<file path="src/rtl/rlp_tlid_pkg.sv">
`timescale 1ns / 1ps
`default_nettype none
// ----------------------------------------------------------------------------
// rlp_tlid_pkg
// Shared types and constants of the RLP top-level item decoder.
// ----------------------------------------------------------------------------
package rlp_tlid_pkg;

	localparam int unsigned POSITION_BITS_DEF    = 32;
	localparam int unsigned MAX_LENGTH_BYTES_DEF = 8;

	localparam logic [7:0] HDR_SHORT_STR  = 8'h80;
	localparam logic [7:0] HDR_LONG_STR   = 8'hb8;
	localparam logic [7:0] HDR_SHORT_LIST = 8'hc0;
	localparam logic [7:0] HDR_LONG_LIST  = 8'hf8;
	localparam logic [7:0] LONG_STR_BASE  = 8'hb7;
	localparam logic [7:0] LONG_LIST_BASE = 8'hf7;

	typedef enum logic [3:0] {
		PH_HEADER  = 4'b0001,
		PH_LENGTH  = 4'b0010,
		PH_PAYLOAD = 4'b0100,
		PH_DONE    = 4'b1000
	} phase_t;

	typedef enum logic [2:0] {
		ST_STRING   = 3'd0,
		ST_LIST     = 3'd1,
		ST_RANGE    = 3'd2,
		ST_NOTFOUND = 3'd3,
		ST_COUNT    = 3'd4
	} status_t;

	typedef struct packed {
		logic [7:0]  byte_value;
		logic        last_byte;
		logic [31:0] target_index;
		logic        count_mode;
	} in_word_t;

	typedef struct packed {
		status_t     status;
		logic [31:0] payload_offset;
		logic [31:0] payload_length;
		logic [31:0] item_count;
		logic [63:0] uint_value;
	} result_t;

endpackage
`default_nettype wire

</file>
<file path="src/rtl/rlp_tlid_in_stage.sv">
`timescale 1ns / 1ps
`default_nettype none
// ----------------------------------------------------------------------------
// rlp_tlid_in_stage
// Input register: captures one byte word and holds it until the walker
// takes it.
// ----------------------------------------------------------------------------
module rlp_tlid_in_stage (
	input  wire logic                   clk,
	input  wire logic                   arst_n,
	input  wire logic                   in_valid,
	input  wire rlp_tlid_pkg::in_word_t in_word,
	output logic                        in_ready,
	input  wire logic                   advance,
	output logic                        valid_s1,
	output rlp_tlid_pkg::in_word_t      word_s1
);
	import rlp_tlid_pkg::*;

	assign in_ready = !valid_s1 || advance;

	always_ff @(posedge clk or negedge arst_n) begin
		if (!arst_n) begin
			valid_s1 <= 1'b0;
		end else if (in_ready) begin
			valid_s1 <= in_valid;
		end
	end

	always_ff @(posedge clk) begin
		if (in_ready && in_valid) begin
			word_s1 <= in_word;
		end
	end

endmodule
`default_nettype wire

</file>
<file path="src/rtl/rlp_tlid_walker.sv">
`timescale 1ns / 1ps
`default_nettype none
// ----------------------------------------------------------------------------
// rlp_tlid_walker
// Per-byte parse state: decodes headers and length bytes, skips payloads,
// tracks the selected item and forms the result on the buffer's last byte.
// ----------------------------------------------------------------------------
module rlp_tlid_walker #(
	parameter int unsigned POSITION_BITS    = rlp_tlid_pkg::POSITION_BITS_DEF,
	parameter int unsigned MAX_LENGTH_BYTES = rlp_tlid_pkg::MAX_LENGTH_BYTES_DEF
) (
	input  wire logic                   clk,
	input  wire logic                   arst_n,
	input  wire logic                   take,
	input  wire rlp_tlid_pkg::in_word_t word,
	output logic                        res_valid,
	output rlp_tlid_pkg::result_t       res
);
	import rlp_tlid_pkg::*;

	localparam int unsigned PB    = POSITION_BITS;
	localparam int unsigned LEN_W = 8 * MAX_LENGTH_BYTES;
	localparam int unsigned CMP_W = (LEN_W > PB + 1) ? LEN_W : PB + 1;

	phase_t            phase_q, phase_n;
	logic [PB-1:0]     pos_q, pos_n;
	logic [31:0]       cnt_q, cnt_n;
	logic [3:0]        lbl_q, lbl_n;
	logic [LEN_W-1:0]  lacc_q, lacc_n;
	logic [PB-1:0]     pleft_q, pleft_n;
	logic              found_q, found_n;
	logic              list_q, list_n;
	logic [PB:0]       moff_q, moff_n;
	logic [PB-1:0]     mlen_q, mlen_n;
	logic [63:0]       val_q, val_n;
	logic [31:0]       hidx_q, hidx_n;
	logic              hcnt_q, hcnt_n;
	logic              err_q, err_n;

	always_comb begin
		logic [7:0]       b;
		logic             is_target;
		logic             open_req;
		logic [LEN_W-1:0] open_len;
		logic [PB:0]      offset;
		logic [PB:0]      room;
		logic [7:0]       n_len;
		logic [7:0]       short_len;

		b         = word.byte_value;
		phase_n   = phase_q;
		pos_n     = pos_q;
		cnt_n     = cnt_q;
		lbl_n     = lbl_q;
		lacc_n    = lacc_q;
		pleft_n   = pleft_q;
		found_n   = found_q;
		list_n    = list_q;
		moff_n    = moff_q;
		mlen_n    = mlen_q;
		val_n     = val_q;
		hidx_n    = hidx_q;
		hcnt_n    = hcnt_q;
		err_n     = err_q;
		open_req  = 1'b0;
		open_len  = '0;
		n_len     = '0;
		short_len = '0;

		// sample selection on the buffer's first byte
		if (pos_q == '0) begin
			hidx_n = word.target_index;
			hcnt_n = word.count_mode;
		end
		is_target = !hcnt_n && (cnt_q == hidx_n);

		unique case (phase_q)
			PH_HEADER: begin
				if (b < HDR_SHORT_STR) begin
					if (is_target) begin
						found_n = 1'b1;
						list_n  = 1'b0;
						moff_n  = {1'b0, pos_q};
						mlen_n  = PB'(1);
						val_n   = 64'(b);
						phase_n = PH_DONE;
					end else begin
						cnt_n = cnt_q + 32'd1;
					end
				end else if (b < HDR_LONG_STR || (b >= HDR_SHORT_LIST && b < HDR_LONG_LIST)) begin
					list_n    = (b >= HDR_SHORT_LIST);
					short_len = b - (list_n ? HDR_SHORT_LIST : HDR_SHORT_STR);
					open_req  = 1'b1;
					open_len  = LEN_W'(short_len);
				end else begin
					list_n = (b >= HDR_LONG_LIST);
					n_len  = b - (list_n ? LONG_LIST_BASE : LONG_STR_BASE);
					if (n_len > 8'(MAX_LENGTH_BYTES)) begin
						err_n   = 1'b1;
						phase_n = PH_DONE;
					end else begin
						lbl_n   = n_len[3:0];
						lacc_n  = '0;
						phase_n = PH_LENGTH;
					end
				end
			end
			PH_LENGTH: begin
				lacc_n = (lacc_q << 8) | LEN_W'(b);
				lbl_n  = lbl_q - 4'd1;
				if (lbl_n == 4'd0) begin
					open_req = 1'b1;
					open_len = lacc_n;
				end
			end
			PH_PAYLOAD: begin
				if (found_q) begin
					val_n = {val_q[55:0], b};
				end
				pleft_n = pleft_q - PB'(1);
				if (pleft_n == '0) begin
					phase_n = found_q ? PH_DONE : PH_HEADER;
				end
			end
			PH_DONE: begin
			end
			default: begin
			end
		endcase

		// payload length known: range check, then select or skip
		offset = {1'b0, pos_q} + (PB + 1)'(1);
		room   = {1'b1, {PB{1'b0}}} - offset;
		if (open_req) begin
			if (CMP_W'(open_len) > CMP_W'(room)) begin
				err_n   = 1'b1;
				phase_n = PH_DONE;
			end else if (is_target) begin
				found_n = 1'b1;
				moff_n  = offset;
				mlen_n  = PB'(open_len);
				val_n   = '0;
				pleft_n = PB'(open_len);
				phase_n = (open_len == '0) ? PH_DONE : PH_PAYLOAD;
			end else begin
				cnt_n   = cnt_q + 32'd1;
				pleft_n = PB'(open_len);
				phase_n = (open_len == '0) ? PH_HEADER : PH_PAYLOAD;
			end
		end

		if (!word.last_byte) begin
			if (pos_q == '1) begin
				if (phase_n != PH_DONE) begin
					err_n   = 1'b1;
					phase_n = PH_DONE;
				end
			end else begin
				pos_n = pos_q + PB'(1);
			end
		end

		res = '0;
		if (err_n) begin
			res.status = ST_RANGE;
		end else if (hcnt_n) begin
			if (phase_n == PH_HEADER) begin
				res.status     = ST_COUNT;
				res.item_count = cnt_n;
			end else begin
				res.status = ST_RANGE;
			end
		end else if (phase_n == PH_DONE && found_n) begin
			res.status         = list_n ? ST_LIST : ST_STRING;
			res.payload_offset = 32'(moff_n);
			res.payload_length = 32'(mlen_n);
			if (!list_n && mlen_n != '0 && mlen_n <= PB'(8)) begin
				res.uint_value = val_n;
			end
		end else if (phase_n == PH_HEADER) begin
			res.status = ST_NOTFOUND;
		end else begin
			res.status = ST_RANGE;
		end
	end

	assign res_valid = take && word.last_byte;

	always_ff @(posedge clk or negedge arst_n) begin
		if (!arst_n) begin
			phase_q <= PH_HEADER;
			pos_q   <= '0;
			cnt_q   <= '0;
			lbl_q   <= '0;
			lacc_q  <= '0;
			pleft_q <= '0;
			found_q <= 1'b0;
			list_q  <= 1'b0;
			moff_q  <= '0;
			mlen_q  <= '0;
			val_q   <= '0;
			hidx_q  <= '0;
			hcnt_q  <= 1'b0;
			err_q   <= 1'b0;
		end else if (take) begin
			if (word.last_byte) begin
				phase_q <= PH_HEADER;
				pos_q   <= '0;
				cnt_q   <= '0;
				lbl_q   <= '0;
				lacc_q  <= '0;
				pleft_q <= '0;
				found_q <= 1'b0;
				list_q  <= 1'b0;
				moff_q  <= '0;
				mlen_q  <= '0;
				val_q   <= '0;
				hidx_q  <= '0;
				hcnt_q  <= 1'b0;
				err_q   <= 1'b0;
			end else begin
				phase_q <= phase_n;
				pos_q   <= pos_n;
				cnt_q   <= cnt_n;
				lbl_q   <= lbl_n;
				lacc_q  <= lacc_n;
				pleft_q <= pleft_n;
				found_q <= found_n;
				list_q  <= list_n;
				moff_q  <= moff_n;
				mlen_q  <= mlen_n;
				val_q   <= val_n;
				hidx_q  <= hidx_n;
				hcnt_q  <= hcnt_n;
				err_q   <= err_n;
			end
		end
	end

endmodule
`default_nettype wire

</file>
<file path="src/rtl/rlp_tlid_out_stage.sv">
`timescale 1ns / 1ps
`default_nettype none
// ----------------------------------------------------------------------------
// rlp_tlid_out_stage
// Result register: holds one result word until the downstream side takes it.
// ----------------------------------------------------------------------------
module rlp_tlid_out_stage (
	input  wire logic                  clk,
	input  wire logic                  arst_n,
	input  wire logic                  res_valid,
	input  wire rlp_tlid_pkg::result_t res,
	output logic                       can_take,
	input  wire logic                  out_ready,
	output logic                       valid_s2,
	output rlp_tlid_pkg::result_t      res_s2
);
	import rlp_tlid_pkg::*;

	assign can_take = !valid_s2 || out_ready;

	always_ff @(posedge clk or negedge arst_n) begin
		if (!arst_n) begin
			valid_s2 <= 1'b0;
		end else if (res_valid) begin
			valid_s2 <= 1'b1;
		end else if (out_ready) begin
			valid_s2 <= 1'b0;
		end
	end

	always_ff @(posedge clk) begin
		if (res_valid) begin
			res_s2 <= res;
		end
	end

endmodule
`default_nettype wire

</file>
<file path="src/rtl/rlp_top_level_item_decoder.sv">
`timescale 1ns / 1ps
`default_nettype none
// ----------------------------------------------------------------------------
// rlp_top_level_item_decoder
// RLP top-level item decoder: finds one top-level item or counts them.
// ----------------------------------------------------------------------------
// Takes one buffer byte per cycle unless the input side stalls. Each word
// passes an input register, then the walker updates its parse state; a result
// word is formed only for the byte marked last, combinationally from the input
// register, and reaches the master side through the result register. The input
// side stalls only when a last byte is pending and the result register still
// holds an untaken result. Status codes: 0 string, 1 list, 2 out_of_range, 3 not_found, 4 count.
module rlp_top_level_item_decoder #(
	parameter int unsigned POSITION_BITS    = rlp_tlid_pkg::POSITION_BITS_DEF,
	parameter int unsigned MAX_LENGTH_BYTES = rlp_tlid_pkg::MAX_LENGTH_BYTES_DEF
) (
	input  wire logic         clk,
	input  wire logic         arst_n,
	input  wire logic         s_tvalid,
	output logic              s_tready,
	input  wire logic [39:0]  s_tdata,  // byte_value, target_index
	input  wire logic         s_tlast,
	input  wire logic         s_tuser,  // count_mode
	output logic              m_tvalid,
	input  wire logic         m_tready,
	output logic [159:0]      m_tdata,  // payload_offset, payload_length, item_count, uint_value
	output logic [2:0]        m_tuser   // status
);
	import rlp_tlid_pkg::*;

	in_word_t in_word;
	in_word_t word_s1;
	logic     valid_s1;
	logic     advance;
	logic     take;
	logic     can_take;
	logic     res_valid;
	result_t  res;
	result_t  res_s2;

	always_comb begin
		in_word.byte_value   = s_tdata[7:0];
		in_word.target_index = s_tdata[39:8];
		in_word.last_byte    = s_tlast;
		in_word.count_mode   = s_tuser;
	end

	assign advance = !word_s1.last_byte || can_take;
	assign take    = valid_s1 && advance;

	rlp_tlid_in_stage u_in (
		.clk      (clk),
		.arst_n   (arst_n),
		.in_valid (s_tvalid),
		.in_word  (in_word),
		.in_ready (s_tready),
		.advance  (advance),
		.valid_s1 (valid_s1),
		.word_s1  (word_s1)
	);

	rlp_tlid_walker #(
		.POSITION_BITS    (POSITION_BITS),
		.MAX_LENGTH_BYTES (MAX_LENGTH_BYTES)
	) u_walker (
		.clk       (clk),
		.arst_n    (arst_n),
		.take      (take),
		.word      (word_s1),
		.res_valid (res_valid),
		.res       (res)
	);

	rlp_tlid_out_stage u_out (
		.clk       (clk),
		.arst_n    (arst_n),
		.res_valid (res_valid),
		.res       (res),
		.can_take  (can_take),
		.out_ready (m_tready),
		.valid_s2  (m_tvalid),
		.res_s2    (res_s2)
	);

	assign m_tdata = {res_s2.uint_value, res_s2.item_count,
	                  res_s2.payload_length, res_s2.payload_offset};
	assign m_tuser = res_s2.status;

	a_last_holds: assert property (@(posedge clk) disable iff (!arst_n)
		valid_s1 && word_s1.last_byte && m_tvalid && !m_tready |=> valid_s1)
		else $error("last byte dropped while result register full");

	a_count_only: assert property (@(posedge clk) disable iff (!arst_n)
		m_tvalid && m_tuser != ST_COUNT |-> m_tdata[95:64] == 32'd0)
		else $error("item count set outside count status");

	a_no_item: assert property (@(posedge clk) disable iff (!arst_n)
		m_tvalid && (m_tuser == ST_RANGE || m_tuser == ST_NOTFOUND)
		|-> m_tdata[63:0] == 64'd0 && m_tdata[159:96] == 64'd0)
		else $error("item fields set without a found item");

endmodule
`default_nettype wire
</file>
<file path="config.mk">
export PLATFORM = sky130hd
export DESIGN_NAME = rlp_top_level_item_decoder
export DESIGN_NICKNAME = d
export VERILOG_FILES = /design/src/rtl/rlp_tlid_pkg.sv /design/src/rtl/rlp_tlid_in_stage.sv /design/src/rtl/rlp_tlid_walker.sv /design/src/rtl/rlp_tlid_out_stage.sv /design/src/rtl/rlp_top_level_item_decoder.sv
export SDC_FILE = /design/constraint.sdc
export NUM_CORES = 1
export LEC_CHECK = 0
export BUFFER_PORTS_ARGS = -buffer_cell sky130_fd_sc_hd__buf_2
export CAP_MARGIN = 20
export CORE_MARGIN = 3
export CORE_UTILIZATION = 30
export DETAILED_ROUTE_END_ITERATION = 12
export SLEW_MARGIN = 20
export SYNTH_ARGS = -nofsm -noshare
export SYNTH_HDL_FRONTEND = slang
export SYNTH_SLANG_ARGS = --single-unit
export TNS_END_PERCENT = 100
</file>
<file path="constraint.sdc">
create_clock -name clk -period 8.5 [get_ports clk]
set_input_delay 1.7 -clock clk [delete_from_list [all_inputs] [get_ports clk]]
set_output_delay 1.7 -clock clk [all_outputs]
set_load 0.01 [all_outputs]
</file>
==> summary by stage, run 1 <==
Status
The run finished with clean final reports.

Placement
The detailed placer's ending HPWL is 61.6 mm. The instance count after placement with tap cells included is 3957. Buffers placed on the I/O ports in this run total 210. The routability-driven placement congestion ratio is 0.942.

Clock network
The TritonCTS clock tree is built. The maximum clock path buffer count is 3. Clock-pin slew was measured on the worst setup and hold paths at 60 ps.

The H-tree depth reported by CTS is 2. At the later pin of the worst-skew pair, clock insertion delay measures 640 ps. The clock tree root buffer cell is clkbuf_16.

The total of hold buffers inserted after clock tree synthesis is 0. The count of clock tree sinks is 531. Counting the buffers created by CTS gives 56.

Floorplanning
The initial utilization of the core area, before any placement, comes to 0.303. The width of the die is 308 µm. The height of the die is 308 µm. The floorplan step defined a die boundary enclosing 94800 µm².

The core outline area is 90100 µm². 211 I/O pins were placed. The initialized floorplan defines 110 standard-cell rows.

Timing
For the final database, setup skew stands at 39.2 ps. The worst path in the final design needs a cycle of 7690 ps, including I/O delays and setup. The share of the clock period used by the worst path after layout is 0.905. The fmax is 0.130 GHz. The worst pin sits at a relative slew slack of 0.248.

The total count of max-transition violations in the final report is 0. The slew at the pin closest to its max-slew limit is 1120 ps. Setup repair after global routing left no endpoint under its margin. The number of setup violations in the final report is 0. The sum of negative setup slack is 0 ps. The final hold violation count is 0.

Yosys
Synthesis produced a netlist whose cell count is 2738. The mean cell area of the mapped netlist is 9.98 µm². The area of the mapped netlist is 27300 µm². After synthesis, the share of flip-flops with an asynchronous set or reset is 0.614. The count of different cell masters after synthesis is 83. The warning count from the yosys run is 0. In the synthesized netlist the dominant register cell turns out to be dfrtp_1. Of the synthesized area, sequential elements account for 0.524. The number of enable flip-flop cells after synthesis is 205. The number of nets in the synthesized netlist is 2829. The number of synthesized register bits is 531.

Power and ir drop
The overall power after layout is 6.50 mW. For this design the total switching power over the nets is 1.82 mW. The share of total power dissipated in combinational logic is 0.147. The power per unit of standard cell area is 206 nW/µm². The share of total power consumed by net switching is 0.281. The worst vdd rail ir drop is 0.144 mV.

The internal cell power is 4.67 mW. The leakage power is 12.7 nW. Of the total power, registers draw 0.445.

Of the total power, the clock network draws 0.408.

Detailed routing
The sum of routed wire length over all layers is 91.7 mm. The detail route stage leaves a number of antenna-violating nets equal to 0. The total iterations of the first detailed-routing run is 6.

In the routed design, unresolved DRC markers number 0. In the routed layout, each cell is associated on average with a via count of 5.62. The number of design-rule violations left by the first detailed-router iteration is 2832. The routed layout has 22824 vias. After detailed routing, the average wire length per cell comes to 22.6 µm.

GRT
The aggregate global-route resource usage is 0.189. The first global-routing pass estimated 139 mm of wire. Entering global routing, the biggest net connects 109 pins. The residual overflow from global routing is 0. The number of antenna violations at the first check in global routing is 2.

The via count of the first global-routing pass came to 21771.

Critical path
The worst setup slack for register-to-register paths is 810 ps. The endpoint identified for the worst register-to-register timing path is u_out.res_s2[55]. The capturing element type of the critical path is a register. The startpoint of the lowest-slack register-to-register path is u_walker.pos_q[0]. The maximum fanout encountered on the critical timing path is 64. The worst register-to-register path has a depth of 24. STA classifies the critical path startpoint as a register.

The data required time at the worst endpoint is 8890 ps. The type of the worst setup path is reg -> reg. STA puts the critical path data arrival time at 8090 ps.

Worst hold path
The worst hold path belongs to the class reg -> reg. The cell depth of the worst min-delay path is 2. In this run the most critical hold path is launched from u_walker.moff_q[28].

The worst hold path terminates at u_walker.moff_q[28].

Finish
The post-layout net count is 2930. Leaving out fill and tap cells, the most frequent cell in the layout is dfrtp_1. Excluding fillers, the count of instances in the completed layout stands at 4063. The library cells used most frequently in the layout, excluding fill and tap cells, are dfrtp_1 (325), nand2_1 (296), buf_2 (209). The fraction of layout instances using a drive strength above 1 is 0.137. The synthesis-to-finish area growth is 15.5%.

Flow run
The number of violations of the max-capacitance limit is 0.
-- kinds of logic after synthesis --
group,Yosys count,share of synthesized area
multiplexers,17,0.00654
XOR/XNOR,119,0.0381
adder cells (fa/ha/maj),45,0.0206
AND/OR/NAND/NOR,987,0.177
flip-flops,531,0.524
AO/OA/AOI/OAI,758,0.194
buffers and inverters,281,0.0402
-- worst max-delay path: stages, from the launching register on --
cell and delay, ps:
dfrtp_1 500, ha_1 320, and3_1 390, nand4_1 360, o21ai_0 330, o2111ai_1 240, nor3_1 400, nand2_1 120
nor3_2 370, nand2b_1 180, nor4_1 260, xnor2_1 130, ha_1 320, nand4_1 190, nor4_1 360, nor3b_1 250
o41ai_1 130, and4_1 210, o2111ai_2 480, buf_4 350, a32o_1 230, nand4_1 200, xor2_4 200, buf_4 360
a2111oi_0 540
-- timing repair --
action | in CTS | in global routing
setup buffers | 0 | 0
gates resized for setup | 0 | 1
endpoints found under the hold margin | 0 | 0
endpoints found under the setup margin | 0 | 59
-- how the worst max path moves through the flow --
stage                      startpoint                 to  slack [ps]  depth (start not counted)
detailed placement  u_walker.pos_q[0]   u_out.res_s2[51]         700                         25
finish              u_walker.pos_q[0]   u_out.res_s2[55]         810                         24
global placement    u_walker.pos_q[0]   u_out.res_s2[26]        1060                         25
floorplan           u_walker.pos_q[0]  u_out.res_s2[161]        2210                         25
global route        u_walker.pos_q[0]   u_out.res_s2[22]          10                         25
CTS                 u_walker.pos_q[0]   u_out.res_s2[51]         690                         25
-- synthesized netlist by cell type, types with 51 or more instances --
library cell / instances / area [µm²]
nor4_1: 55 / 344
xor2_1: 60 / 526
a2111oi_0: 51 / 447
a21oi_1: 99 / 495
clkbuf_1: 187 / 702
a22o_1: 162 / 1420
o21ai_0: 208 / 1040
xnor2_1: 59 / 517
nor2_1: 192 / 721
nand2_1: 299 / 1120
nor3_1: 60 / 300
nand3_1: 129 / 646
dfrtp_1: 325 / 8130
inv_1: 61 / 229
edfxtp_1: 205 / 6160
-- flip-flops by register name, indices dropped and copies added, names as in the netlist --
| register | flops |
|---|---|
| u_out.valid_s2 | 1 |
| u_walker.err_q | 1 |
| u_walker.val_q | 64 |
| u_in.valid_s1 | 1 |
| u_walker.lacc_q | 56 |
| u_walker.hidx_q | 32 |
| u_walker.cnt_q | 32 |
| u_walker.lbl_q | 4 |
| u_walker.pos_q | 32 |
| u_walker.list_q | 1 |
| u_walker.found_q | 1 |
| u_walker.mlen_q | 32 |
| u_in.word_s1 | 42 |
| u_out.res_s2 | 163 |
| u_walker.pleft_q | 32 |
| u_walker.phase_q | 4 |
| u_walker.moff_q | 32 |
| u_walker.hcnt_q | 1 |
-- through the flow --
stage | area, µm² | hold WS (ps) | worst slack, ps | util
floorplan | 27300 | 441 | 2210 | -
global placement | 29600 | 460 | 1060 | 0.328
detailed placement | 29600 | 468 | 705 | 0.328
CTS | 31600 | 482 | 692 | 0.350
global route | 31600 | 501 | 12.0 | 0.350
finish | 31600 | 477 | 806 | 0.350
-- cell type report --
class                           instances  area, µm²
Clock inverter                         22        389
Fill cell                            9077      58600
Timing Repair Buffer                  262       1480
Antenna cell                            1       2.50
Multi-Input combinational cell       1926      12100
Clock buffer                           83       1590
Sequential cell                       531      14300
Tap cell                             1176       1470
Inverter                               62        238
-- power by group through the flow --
| stage | clock, mW | sequential [mW] | combinational, mW |
|---|---|---|---|
| global route | 2.82 | 2.90 | 1.04 |
| global placement | 0 | 2.94 | 0.930 |
| floorplan | 0 | 2.90 | 0.627 |
| finish | 2.65 | 2.89 | 0.953 |
| detailed placement | 0 | 2.94 | 0.937 |
| CTS | 2.71 | 2.89 | 0.942 |
-- metal layers --
layer	global-route usage	part of all wire	vias up
met5	0	0	-
met4	0.0560	0.030	0
met3	0.0332	0.079	157
met2	0.293	0.45	1005
met1	0.269	0.44	11264
li1	-	-	10398
No activity file was read; power rests on OpenSTA's default activity.
==> run 2: changes to the inputs <==
--- a/config.mk
+++ b/config.mk
@@ -10,6 +10,7 @@
 export CORE_MARGIN = 3
 export CORE_UTILIZATION = 30
 export DETAILED_ROUTE_END_ITERATION = 12
+export REMOVE_ABC_BUFFERS = 1
 export SLEW_MARGIN = 20
 export SYNTH_ARGS = -nofsm -noshare
 export SYNTH_HDL_FRONTEND = slang
==> run 2 against run 1 <==
  * Clock-buffer cell count is 20 lower
  * Critical path type unchanged
  * Sequential share of layout area grew 0.23 points
  * Global-route usage shrank 0.45 points
  * Sequential power barely moved
  * Routed wire length shrank 2.4%
  * Largest cell class unchanged
==> summary by stage, run 2 (synthesis gave the netlist of run 1 again) <==
Status
The run finished with clean final reports.

Finish
In the final layout, the registers with the most flip-flops are u_out.res_s2: 163 flops, u_walker.val_q: 64 flops, u_walker.lacc_q: 56 flops. The fraction of layout instances using a drive strength above 1 is 0.137 (+0.000489). The area of the multi-input gates was 12100 µm² (about the same).

The most frequent standard cell in the layout excluding fill and tap cells is dfrtp_1. The flip-flop count of the largest register, all copies and words added is 163 (unchanged). The synthesis-to-finish area growth is 14.9%. The area of all sequential standard cells is 14300 µm² (unchanged). The number of cells in the finished layout apart from fillers is 4059 (-0.098%). The top cell types in the final layout, fill and taps aside, are dfrtp_1 (325), nand2_1 (296), buf_2 (209). The register with the most flip-flops in the final layout is u_out.res_s2. The post-layout net count is 2926 (-0.14%). The number of inserted diodes is 0 (-1).

The number of fill cells in the layout is 9052 (-0.28%). The core occupancy in the finished layout is 0.348 (-0.00178).

Floorplanning
The area of the die is 94800 µm² (unchanged). The width of the die is 308 µm (unchanged). The initial core utilization came to 0.303 (unchanged). The count of boundary I/O pins came to 211 (unchanged). The site row count is 110 (unchanged). The height of the die is 308 µm (unchanged). The core outline area came to 90100 µm² (unchanged).

Placement
The number of port buffers was 210 (unchanged). The instance count after placement with tap cells included came to 3952 (-0.13%). The detailed placer's ending HPWL is 59.8 mm (-2.8%). The pre-CTS worst setup slack is 809 ps (+104 ps). The routability-driven placement congestion ratio is 0.922 (-2.1%).

Clock network
The total setup buffers inserted after CTS was 0 (unchanged). The number of buffers created by CTS is 56 (unchanged). The clock slew seen by the registers of the worst setup and hold paths is 60 ps (about the same). The maximum clock path buffer count is 3 (unchanged). CTS placed an instance of clkbuf_16 at the clock tree root. The count of clock tree sinks is 531 (unchanged). The clock latency of the later-clocked register in the worst-skew pair is 670 ps (+30 ps). The H-tree depth reported by CTS came to 2 (unchanged). The TritonCTS clock tree is built.

Critical path
The worst setup slack for register-to-register paths is 840 ps (+40 ps). STA classifies the critical path endpoint as a register. The type of the worst setup path is reg -> reg. The data arrival time of the critical path is 8040 ps (-50 ps).

In this run the critical register-to-register path is launched from u_walker.pos_q[0]. In this run the critical register-to-register path is captured at u_out.res_s2[24]. The data required time at the worst endpoint is 8880 ps (about the same). The delay of the slowest critical-path stage is 510 ps (-30 ps). The kind of start point of the critical path is a register. The cell family contributing the most delay on the critical path is simple AND/OR/NAND/NOR gates. Walking the worst path, the cells encountered are ha_1 > and3_1 > nand3_1 > xor2_1 > o2111ai_1 > nor3_1 > nand2_1 > nor3_2 > nand2b_1 > nor4_1 > xnor2_1 > ha_1 > nand4_1 > nor2_1 > a22o_1 > o41ai_1 > and4_1 > o2111ai_2 > buf_4 > a32oi_1 > nand4_1 > xor2_4 > buf_12 > a2111oi_0.

The number of cell instances on the worst register-to-register path is 24 (unchanged). The count of buffer and inverter cells on the critical path is 2 (unchanged). The maximum fanout encountered on the critical timing path is 64 (unchanged). The largest individual stage delay along the critical path comes from the cell and4_1.

GRT
The wire length of the first global-routing pass was 137 mm (-1.6%). The met3 layer usage reported by global route is 0.0312 (-0.00199). The maximum number of pins on one net before global-route repair is 155 (+42%). met2 is the most crowded layer. The via count of the first global-routing pass was 21454 (-1.5%). The aggregate global-route resource usage came to 0.184 (-0.00452). The met1 usage is 0.270 (+0.000435). The number of antenna violations at the first check in global routing came to 1 (-1). The met2 usage was 0.282 (-0.0116). The residual overflow from global routing is 0 (unchanged).

Detailed routing
The number of vias after detailed routing came to 22778 (-0.20%). The sum of routed wire length over all layers is 89.4 mm (-2.4%). The count of unresolved DRC violations after routing is 0 (unchanged). The number of nets with antenna violations after detailed routing was 0 (unchanged). The total iterations of the first detailed-routing run was 6 (unchanged). The average wire per standard cell is 22.0 µm (-2.3%). The vias per cell was 5.61 (-0.10%).

The number of design-rule violations left by the first detailed-router iteration is 2576 (-9.0%).

Worst hold path
The cell depth of the worst min-delay path is 1 (-1). The path with the worst hold slack has its endpoint at u_walker.cnt_q[28]. The class of the most critical hold timing path is reg -> reg. The startpoint identified for the worst hold timing path is u_walker.cnt_q[28].

Timing
The fmax is 0.131 GHz (+0.48%). The total count of max-transition violations in the final report came to 0 (unchanged). Setup repair after global routing left no endpoint under its margin. The share of the clock period used by the worst path after layout is 0.901 (-0.00429). The relative max-transition margin is 0.282 (+0.0343). The number of setup violations in the final report is 0 (unchanged). The final hold violation count is 0 (unchanged). The setup slack of the critical path after layout came to 843 ps (+36.5 ps). The slew at the pin closest to its max-slew limit came to 1080 ps (-47.3 ps). The setup clock skew after layout is 52.9 ps (+13.6 ps). The shortest clock period the worst path allows after layout is 7660 ps (-36.5 ps). The sum of negative setup slack is 0 ps (unchanged).

Power and ir drop
The worst vdd rail ir drop is 0.164 mV (+14%). The power per unit of standard cell area is 200 nW/µm² (-2.7%). The leakage power is 12.6 nW (-0.62%). The overall power after layout is 6.29 mW (-3.2%).

Flow run
The number of violations of the max-capacitance limit was 0 (unchanged).
[run 2: changes by cell type in the layout (fill, tap and decap cells not counted), moves of 3 or more]
cell	previous run	this run
clkinvlp_4	1	6
bufinv_16	9	4
clkbuf_8	7	1
buf_4	50	43
clkinv_1	3	12
clkbuf_1	19	6
buf_12	2	5
clkinv_2	7	14
[run 2: power breakdown]
group	internal, mW	leakage [nW]	switching (mW)
logic	0.328	5.17	0.611
clock network	1.35	0.884	1.10
registers	2.77	6.56	0.119
total	4.46	12.6	1.83
[run 2: worst max path at each step]
stage	startpoint	cells after the start	end	slack [ps]
5_1_grt	u_walker.pos_q[0]	24	u_out.res_s2[24]	160
3_5_place_dp	u_walker.pos_q[0]	24	u_out.res_s2[24]	810
2_1_floorplan	u_walker.pos_q[0]	22	u_out.res_s2[10]	-1260
3_3_place_gp	u_walker.pos_q[0]	23	u_out.res_s2[87]	1240
4_1_cts	u_walker.pos_q[0]	24	u_out.res_s2[24]	790
6_report	u_walker.pos_q[0]	24	u_out.res_s2[24]	840
[run 2: through the flow]
step	cell area, µm²	hold WS, ps
global route	31400	505
floorplan	26500	441
CTS	31400	482
detailed placement	29600	468
global placement	29600	459
finish	31400	479
[run 2: final cells by class]
class,count,area share
flip-flops and latches,531,0.456
multi-input cells,1926,0.385
repair buffers,258,0.0472
well taps,1176,0.0468
clock buffers,63,0.0458
clock inverters,43,0.0123
inverters,62,0.00757
[run 2: timing repair]
| item | in CTS | in global routing |
|---|---|---|
| hold buffers | 0 | 0 |
| setup endpoints to repair | 0 | 3 |
| resized for setup | 0 | 1 |
[run 2: per-layer routing]
metal | wire length, µm | share of wire
met2 | 39800 | 0.44
met5 | 0 | 0
met1 | 40600 | 0.45
met4 | 2270 | 0.025
met3 | 6750 | 0.075
